--- config.mk ---
export PLATFORM = sky130hd
export DESIGN_NAME = byte_frame_deframer_xor
export DESIGN_NICKNAME = d
export VERILOG_FILES = /design/src/design/bfd_pkg.sv /design/src/design/bfd_ctrl.sv /design/src/design/bfd_datapath.sv /design/src/design/byte_frame_deframer_xor.sv
export SDC_FILE = /design/constraint.sdc
export NUM_CORES = 1
export LEC_CHECK = 0
export BUFFER_PORTS_ARGS = -buffer_cell sky130_fd_sc_hd__buf_2
export CORE_ASPECT_RATIO = 0.5
export CORE_MARGIN = 2
export CORE_UTILIZATION = 35
export DETAILED_ROUTE_END_ITERATION = 12
export PLACE_DENSITY_LB_ADDON = 0.2
export SETUP_SLACK_MARGIN = 0.02
export SLEW_MARGIN = 25
export SYNTH_ARGS = -nofsm -noshare
export SYNTH_HDL_FRONTEND = slang
export SYNTH_SLANG_ARGS = --single-unit
--- constraint.sdc ---
create_clock -name aclk -period 28.4 [get_ports aclk]
set_input_delay 7.1 -clock aclk [delete_from_list [all_inputs] [get_ports aclk]]
set_output_delay 7.1 -clock aclk [all_outputs]
set_load 0.05 [all_outputs]
--- src/design/bfd_pkg.sv ---
// Shared types and constants for the byte frame deframer.
package bfd_pkg;

    localparam int PAYLOAD_BYTES = 12;
    localparam int BYTE_W        = 8;
    localparam int CFG_INDEX_W   = 2;
    localparam int CFG_DATA_W    = 8;

    localparam logic [BYTE_W-1:0] START_FIRST_RESET  = 8'hAA;
    localparam logic [BYTE_W-1:0] START_SECOND_RESET = 8'h55;

    localparam logic [CFG_INDEX_W-1:0] CFG_START_FIRST  = 2'd0;
    localparam logic [CFG_INDEX_W-1:0] CFG_START_SECOND = 2'd1;

    typedef enum logic [2:0] {
        PH_SOF_A = 3'd0,
        PH_SOF_B = 3'd1,
        PH_LEN   = 3'd2,
        PH_DATA  = 3'd3,
        PH_CHECK = 3'd4
    } phase_t;

    typedef struct packed {
        logic shift_en;
        logic xor_init;
        logic load_out;
    } dp_cmd_t;

    typedef struct packed {
        logic first_hit;
        logic second_hit;
        logic len_ok;
        logic chk_ok;
        logic out_full;
    } dp_status_t;

endpackage

--- src/design/bfd_ctrl.sv ---
// Frame parser state machine and payload byte counter.
module bfd_ctrl #(
    parameter int PAYLOAD_BYTES = bfd_pkg::PAYLOAD_BYTES
) (
    input  logic                aclk,
    input  logic                aresetn,
    input  logic                s_valid,
    output logic                s_ready,
    input  bfd_pkg::dp_status_t status,
    output bfd_pkg::dp_cmd_t    cmd
);

    localparam int CNT_W = $clog2(PAYLOAD_BYTES + 1);
    localparam logic [CNT_W-1:0] CNT_LAST = CNT_W'(PAYLOAD_BYTES - 1);

    bfd_pkg::phase_t phase_reg, phase_next;
    logic [CNT_W-1:0] count_reg, count_next;
    logic             accept;

    assign s_ready = (phase_reg != bfd_pkg::PH_CHECK) || !status.out_full;
    assign accept  = s_valid && s_ready;

    always_ff @(posedge aclk) begin
        if (!aresetn) begin
            phase_reg <= bfd_pkg::PH_SOF_A;
            count_reg <= '0;
        end else begin
            phase_reg <= phase_next;
            count_reg <= count_next;
        end
    end

    always_comb begin
        phase_next = phase_reg;
        if (accept) begin
            unique case (phase_reg)
                bfd_pkg::PH_SOF_A: begin
                    if (status.first_hit) phase_next = bfd_pkg::PH_SOF_B;
                end
                bfd_pkg::PH_SOF_B: begin
                    if (status.second_hit)     phase_next = bfd_pkg::PH_LEN;
                    else if (status.first_hit) phase_next = bfd_pkg::PH_SOF_B;
                    else                       phase_next = bfd_pkg::PH_SOF_A;
                end
                bfd_pkg::PH_LEN: begin
                    phase_next = status.len_ok ? bfd_pkg::PH_DATA : bfd_pkg::PH_SOF_A;
                end
                bfd_pkg::PH_DATA: begin
                    if (count_reg == CNT_LAST) phase_next = bfd_pkg::PH_CHECK;
                end
                bfd_pkg::PH_CHECK: phase_next = bfd_pkg::PH_SOF_A;
                default:           phase_next = bfd_pkg::PH_SOF_A;
            endcase
        end
    end

    always_comb begin
        cmd        = '0;
        count_next = count_reg;
        if (accept) begin
            unique case (phase_reg)
                bfd_pkg::PH_LEN: begin
                    cmd.xor_init = status.len_ok;
                    count_next   = '0;
                end
                bfd_pkg::PH_DATA: begin
                    cmd.shift_en = 1'b1;
                    count_next   = count_reg + CNT_W'(1);
                end
                bfd_pkg::PH_CHECK: cmd.load_out = status.chk_ok;
                default: ;
            endcase
        end
    end

endmodule

--- src/design/bfd_datapath.sv ---
// Start byte registers, payload shift store, running XOR and result register.
module bfd_datapath #(
    parameter int PAYLOAD_BYTES = bfd_pkg::PAYLOAD_BYTES
) (
    input  logic                                aclk,
    input  logic                                aresetn,
    input  logic                                cfg_we,
    input  logic [bfd_pkg::CFG_INDEX_W-1:0]     cfg_index,
    input  logic [bfd_pkg::CFG_DATA_W-1:0]      cfg_data,
    input  logic [bfd_pkg::BYTE_W-1:0]          s_rx_byte,
    input  bfd_pkg::dp_cmd_t                    cmd,
    output bfd_pkg::dp_status_t                 status,
    output logic                                m_valid,
    input  logic                                m_ready,
    output logic [7:0]                          m_version,
    output logic [7:0]                          m_source,
    output logic signed [15:0]                  m_command,
    output logic [15:0]                         m_sequence_res,
    output logic [15:0]                         m_confidence_q15,
    output logic [31:0]                         m_timestamp_ms
);

    localparam int BW = bfd_pkg::BYTE_W;

    logic [BW-1:0] start_first_reg, start_second_reg;
    logic [BW-1:0] xor_reg, xor_next;
    logic [BW-1:0] store_reg [PAYLOAD_BYTES];
    logic          m_valid_reg, m_valid_next;
    logic [7:0]    version_reg, source_reg;
    logic [15:0]   command_reg, sequence_reg, confidence_reg;
    logic [31:0]   timestamp_reg;

    always_ff @(posedge aclk) begin
        if (!aresetn) begin
            start_first_reg  <= bfd_pkg::START_FIRST_RESET;
            start_second_reg <= bfd_pkg::START_SECOND_RESET;
        end else if (cfg_we) begin
            unique case (cfg_index)
                bfd_pkg::CFG_START_FIRST:  start_first_reg  <= cfg_data[BW-1:0];
                bfd_pkg::CFG_START_SECOND: start_second_reg <= cfg_data[BW-1:0];
                default: ;
            endcase
        end
    end

    // Oldest payload byte ends up at entry 0.
    always_ff @(posedge aclk) begin
        if (cmd.shift_en) begin
            for (int i = 0; i < PAYLOAD_BYTES - 1; i++) begin
                store_reg[i] <= store_reg[i+1];
            end
            store_reg[PAYLOAD_BYTES-1] <= s_rx_byte;
        end
    end

    always_comb begin
        xor_next = xor_reg;
        if (cmd.xor_init)      xor_next = BW'(PAYLOAD_BYTES);
        else if (cmd.shift_en) xor_next = xor_reg ^ s_rx_byte;
    end

    always_ff @(posedge aclk) begin
        xor_reg <= xor_next;
    end

    assign status.first_hit  = (s_rx_byte == start_first_reg);
    assign status.second_hit = (s_rx_byte == start_second_reg);
    assign status.len_ok     = (s_rx_byte == BW'(PAYLOAD_BYTES));
    assign status.chk_ok     = (s_rx_byte == xor_reg);
    assign status.out_full   = m_valid_reg && !m_ready;

    always_comb begin
        m_valid_next = m_valid_reg && !m_ready;
        if (cmd.load_out) m_valid_next = 1'b1;
    end

    always_ff @(posedge aclk) begin
        if (!aresetn) m_valid_reg <= 1'b0;
        else          m_valid_reg <= m_valid_next;
    end

    always_ff @(posedge aclk) begin
        if (cmd.load_out) begin
            version_reg    <= store_reg[0];
            source_reg     <= store_reg[1];
            command_reg    <= {store_reg[3], store_reg[2]};
            sequence_reg   <= {store_reg[5], store_reg[4]};
            confidence_reg <= {store_reg[7], store_reg[6]};
            timestamp_reg  <= {store_reg[11], store_reg[10], store_reg[9], store_reg[8]};
        end
    end

    assign m_valid          = m_valid_reg;
    assign m_version        = version_reg;
    assign m_source         = source_reg;
    assign m_command        = signed'(command_reg);
    assign m_sequence_res   = sequence_reg;
    assign m_confidence_q15 = confidence_reg;
    assign m_timestamp_ms   = timestamp_reg;

endmodule

--- src/design/byte_frame_deframer_xor.sv ---
// Top level of the byte frame deframer with XOR check.
//
// Usage:
//   s_* channel: one received byte per item (s_rx_byte), valid/ready.
//   m_* channel: one decoded frame per item, valid/ready, fields taken
//   little-endian from the 12 payload bytes.
//   cfg_*: write-only port for the two start-of-frame byte values
//   (index 0 first start byte, index 1 second start byte).
// Frame: start byte 1, start byte 2, length (must be 12), 12 payload
// bytes, then a check byte equal to the XOR of length and payload.
// Bad length or bad check drops the frame silently and resumes hunting.
// Throughput: one byte per cycle while s_ready is high; the running XOR is
// updated as each payload byte is taken. The frame appears on m_valid in the
// cycle after the check byte is accepted.
// Stall: a held result only blocks the next check byte; all other bytes
// keep flowing into the parser while the result waits.
// Reset: parser returns to hunting, start bytes return to 0xAA and 0x55,
// and no result is pending.
module byte_frame_deframer_xor #(
    parameter int PAYLOAD_BYTES = bfd_pkg::PAYLOAD_BYTES
) (
    input  logic                            aclk,
    input  logic                            aresetn,
    input  logic                            cfg_we,
    input  logic [bfd_pkg::CFG_INDEX_W-1:0] cfg_index,
    input  logic [bfd_pkg::CFG_DATA_W-1:0]  cfg_data,
    input  logic                            s_valid,
    output logic                            s_ready,
    input  logic [7:0]                      s_rx_byte,
    output logic                            m_valid,
    input  logic                            m_ready,
    output logic [7:0]                      m_version,
    output logic [7:0]                      m_source,
    output logic signed [15:0]              m_command,
    output logic [15:0]                     m_sequence_res,
    output logic [15:0]                     m_confidence_q15,
    output logic [31:0]                     m_timestamp_ms
);

    bfd_pkg::dp_cmd_t    cmd;
    bfd_pkg::dp_status_t status;

    bfd_ctrl #(
        .PAYLOAD_BYTES(PAYLOAD_BYTES)
    ) u_ctrl (
        .aclk    (aclk),
        .aresetn (aresetn),
        .s_valid (s_valid),
        .s_ready (s_ready),
        .status  (status),
        .cmd     (cmd)
    );

    bfd_datapath #(
        .PAYLOAD_BYTES(PAYLOAD_BYTES)
    ) u_datapath (
        .aclk             (aclk),
        .aresetn          (aresetn),
        .cfg_we           (cfg_we),
        .cfg_index        (cfg_index),
        .cfg_data         (cfg_data),
        .s_rx_byte        (s_rx_byte),
        .cmd              (cmd),
        .status           (status),
        .m_valid          (m_valid),
        .m_ready          (m_ready),
        .m_version        (m_version),
        .m_source         (m_source),
        .m_command        (m_command),
        .m_sequence_res   (m_sequence_res),
        .m_confidence_q15 (m_confidence_q15),
        .m_timestamp_ms   (m_timestamp_ms)
    );

endmodule

==> flow_metrics.py <==
metrics = {
    "cts": {
        "cts_tree": "yes",
        "clock_sinks": 224,
        "clk-insertion-delay-late_ns": 0.50,
        "holdBufCountCts": 0,
        "ctsResizeCount": 0,
        "clk_pin_slew_ns": 0.06,
        "root_buffer": "clkbuf_16",
        "h-tree-depth": 1,
        "post_cts.repair.setup_buffers": 0,
        "cts_made_buffers": 21,
        "clock_path_buffers": 3,
    },
    "critical_path": {
        "r2r_cells": 3,
        "critical_path_class": "in -> out",
        "crit_path_max_fanout": 3,
        "cp.required_ns": 21.30,
        "cp-end-kind": "output port",
        "cp_slowest_cell": "buf_2",
        "r2r_slack_ns": 25.89,
        "max_stage_delay_ns": 0.25,
        "crit_chain": "buf_2 > nor2b_1 > nand2_1 > buf_2",
        "r2r_start": "u_ctrl.phase_reg[1]",
        "start_kind": "input port",
        "cpMostUsedCell": "buf_2",
        "r2r-end": "u_datapath.store_reg[11][0]",
        "critPathArrivalTime_ns": 7.83,
    },
    "global_routing": {
        "grt_pass1_vias": 3524,
        "antenna_found_initial": 0,
        "grt_max_degree": 75,
        "track_usage": 0.108,
        "grt_pass1_wl_microns": 18800,
        "globalRouteOverflowTotal": 0,
    },
    "cells_and_area": {
        "synthToLayoutAreaGrowth_pct": 21.5,
        "final_cell_mix": "edfxtp_1 (192), buf_2 (120), dfxtp_1 (32)",
        "drive_above_1_share": 0.302,
        "largest_reg_flops": 96,
        "layout_commonest_cell": "edfxtp_1",
        "num_antenna_cells": 0,
        "final_nets": 538,
    },
    "detailed_routing": {
        "wl_per_cell_microns": 15.1,
        "wirelength_microns": 12100,
        "drtIter0Drc": 269,
        "drcViolationCount": 0,
        "vias_per_cell": 4.45,
        "vias": 3565,
        "drtAntennaViolNets": 0,
        "firstDrtPassIters": 4,
    },
    "timing": {
        "relSlewSlack": 0.327,
        "rsz0062_at_grt": "no",
        "fin_tns_setup_ns": 0,
        "period_share": 0.526,
        "slew_viol_final": 0,
        "fmax_mhz": 67.0,
        "finClkSkew_ns": 0.00796,
        "worstMarginPinSlew_ns": 1.01,
        "setup_viol": 0,
        "hold_viol": 0,
        "period_minus_slack_ns": 14.93,
    },
    "synthesis": {
        "synth.avg_cell_area_sq_um": 19.7,
        "netlist_area_sq_um": 7430,
        "synth_seq_cells": 224,
        "synth_top_flop_cell": "edfxtp_1",
        "yosys_warnings": 0,
        "syn_nets": 401,
        "synth_seq_area_share": 0.862,
        "async_flop_share": 0,
        "synth-edff-count": 192,
        "postSynthCellCount": 377,
        "synth.distinct_cells": 38,
    },
    "floorplanning": {
        "dieArea_sq_um": 22500,
        "rows": 37,
        "coreArea_sq_um": 20700,
        "start_util": 0.359,
        "die_h_microns": 107,
        "die_x_microns": 210,
        "ios": 121,
    },
    "power": {
        "p_per_area_nw_per_um2": 70.3,
        "p_leak_nw": 3.16,
        "vdd_drop_max_v": 0.0000327,
        "p_total_w": 0.000635,
    },
    "place": {
        "hpwl_microns": 7450,
        "port_buffers": 120,
        "routabilityCongestion": 0.727,
    },
    "worst_hold_path": {
        "hp-class": "reg -> reg",
        "min_to": "u_datapath.m_version[2]",
        "min_path_cells": 0,
        "hold_start": "u_datapath.store_reg[0][2]",
    },
    "status": {
        "outcome": "finished, final reports clean",
    },
    "run": {
        "drv_cap": 0,
    },
}
-- final cells by class --
type                            count  area (sq um)
Sequential cell                   224          6410
Inverter                            1          3.75
Clock buffer                       23           533
Fill cell                        1845         11700
Clock inverter                     15           131
Timing Repair Buffer              124           631
Tap cell                          273           342
Multi-Input combinational cell    142           987
-- per-stage QoR --
stage	instance area, sq um	setup WS (ns)	util	hold WS, ns	instances
floorplan	7430	13.35	-	0.400	377
CTS	9030	13.46	0.437	0.420	802
finish	9030	13.47	0.437	0.419	802
detailed placement	8370	13.47	0.404	0.405	764
global placement	8370	13.46	0.404	0.402	764
global route	9030	13.42	0.437	0.425	802
-- layer usage --
metal | GRT usage | part of all wire | routed length, microns
met1 | 0.139 | 0.45 | 5480
met2 | 0.171 | 0.47 | 5650
met3 | 0.0390 | 0.061 | 737
met4 | 0.0350 | 0.020 | 241
met5 | 0 | 0 | 0
-- worst max path at each step --
stage	startpoint	to	slack (ns)	cells past startpoint
2_1_floorplan	s_rx_byte[3]	u_datapath.m_command[0]	13.35	5
6_report	m_ready	s_ready	13.47	4
4_1_cts	m_ready	s_ready	13.46	4
3_3_place_gp	m_ready	s_ready	13.46	4
5_1_grt	m_ready	s_ready	13.42	4
3_5_place_dp	m_ready	s_ready	13.47	4
-- Yosys cell counts (all sizes together) (2+ instances only) --
library cell | n | share of area
edfxtp | 192 | 0.78
clkbuf | 7 | 0.0035
buf | 3 | 0.0027
o21ai | 3 | 0.0020
nor4 | 3 | 0.0025
nor3b | 2 | 0.0020
nor2 | 10 | 0.0051
mux2i | 18 | 0.024
dfxtp | 32 | 0.086
nand3 | 7 | 0.0047
nor3 | 3 | 0.0020
xnor2 | 12 | 0.014
a21boi | 3 | 0.0030
nand2 | 25 | 0.013
a21oi | 2 | 0.0013
nand3b | 2 | 0.0020
nand4 | 5 | 0.0042
xor2 | 20 | 0.024
nor2b | 11 | 0.0093
-- cells by family after synthesis --
family	Yosys count	synth area share
AND/OR/NAND/NOR	76	0.0539
flip-flops	224	0.862
adder cells (fa/ha/maj)	1	0.00168
XOR/XNOR	32	0.0377
buffers and inverters	11	0.00673
multiplexers	18	0.0242
AO/OA/AOI/OAI	15	0.0140
-- report_power, final --
group / switching [W] / total, W / internal (W)
Combinational: 0.00000508 / 0.00000922 / 0.00000414
Clock: 0.000118 / 0.000272 / 0.000155
Sequential: 0.000000756 / 0.000353 / 0.000353
-- worst max-delay path, delay by kind of cell --
family / cells / cell delay [ns]
buffers and inverters: 2 / 0.35
AND/OR/NAND/NOR: 2 / 0.38
Note: power is estimated with default switching activity, not from simulation.
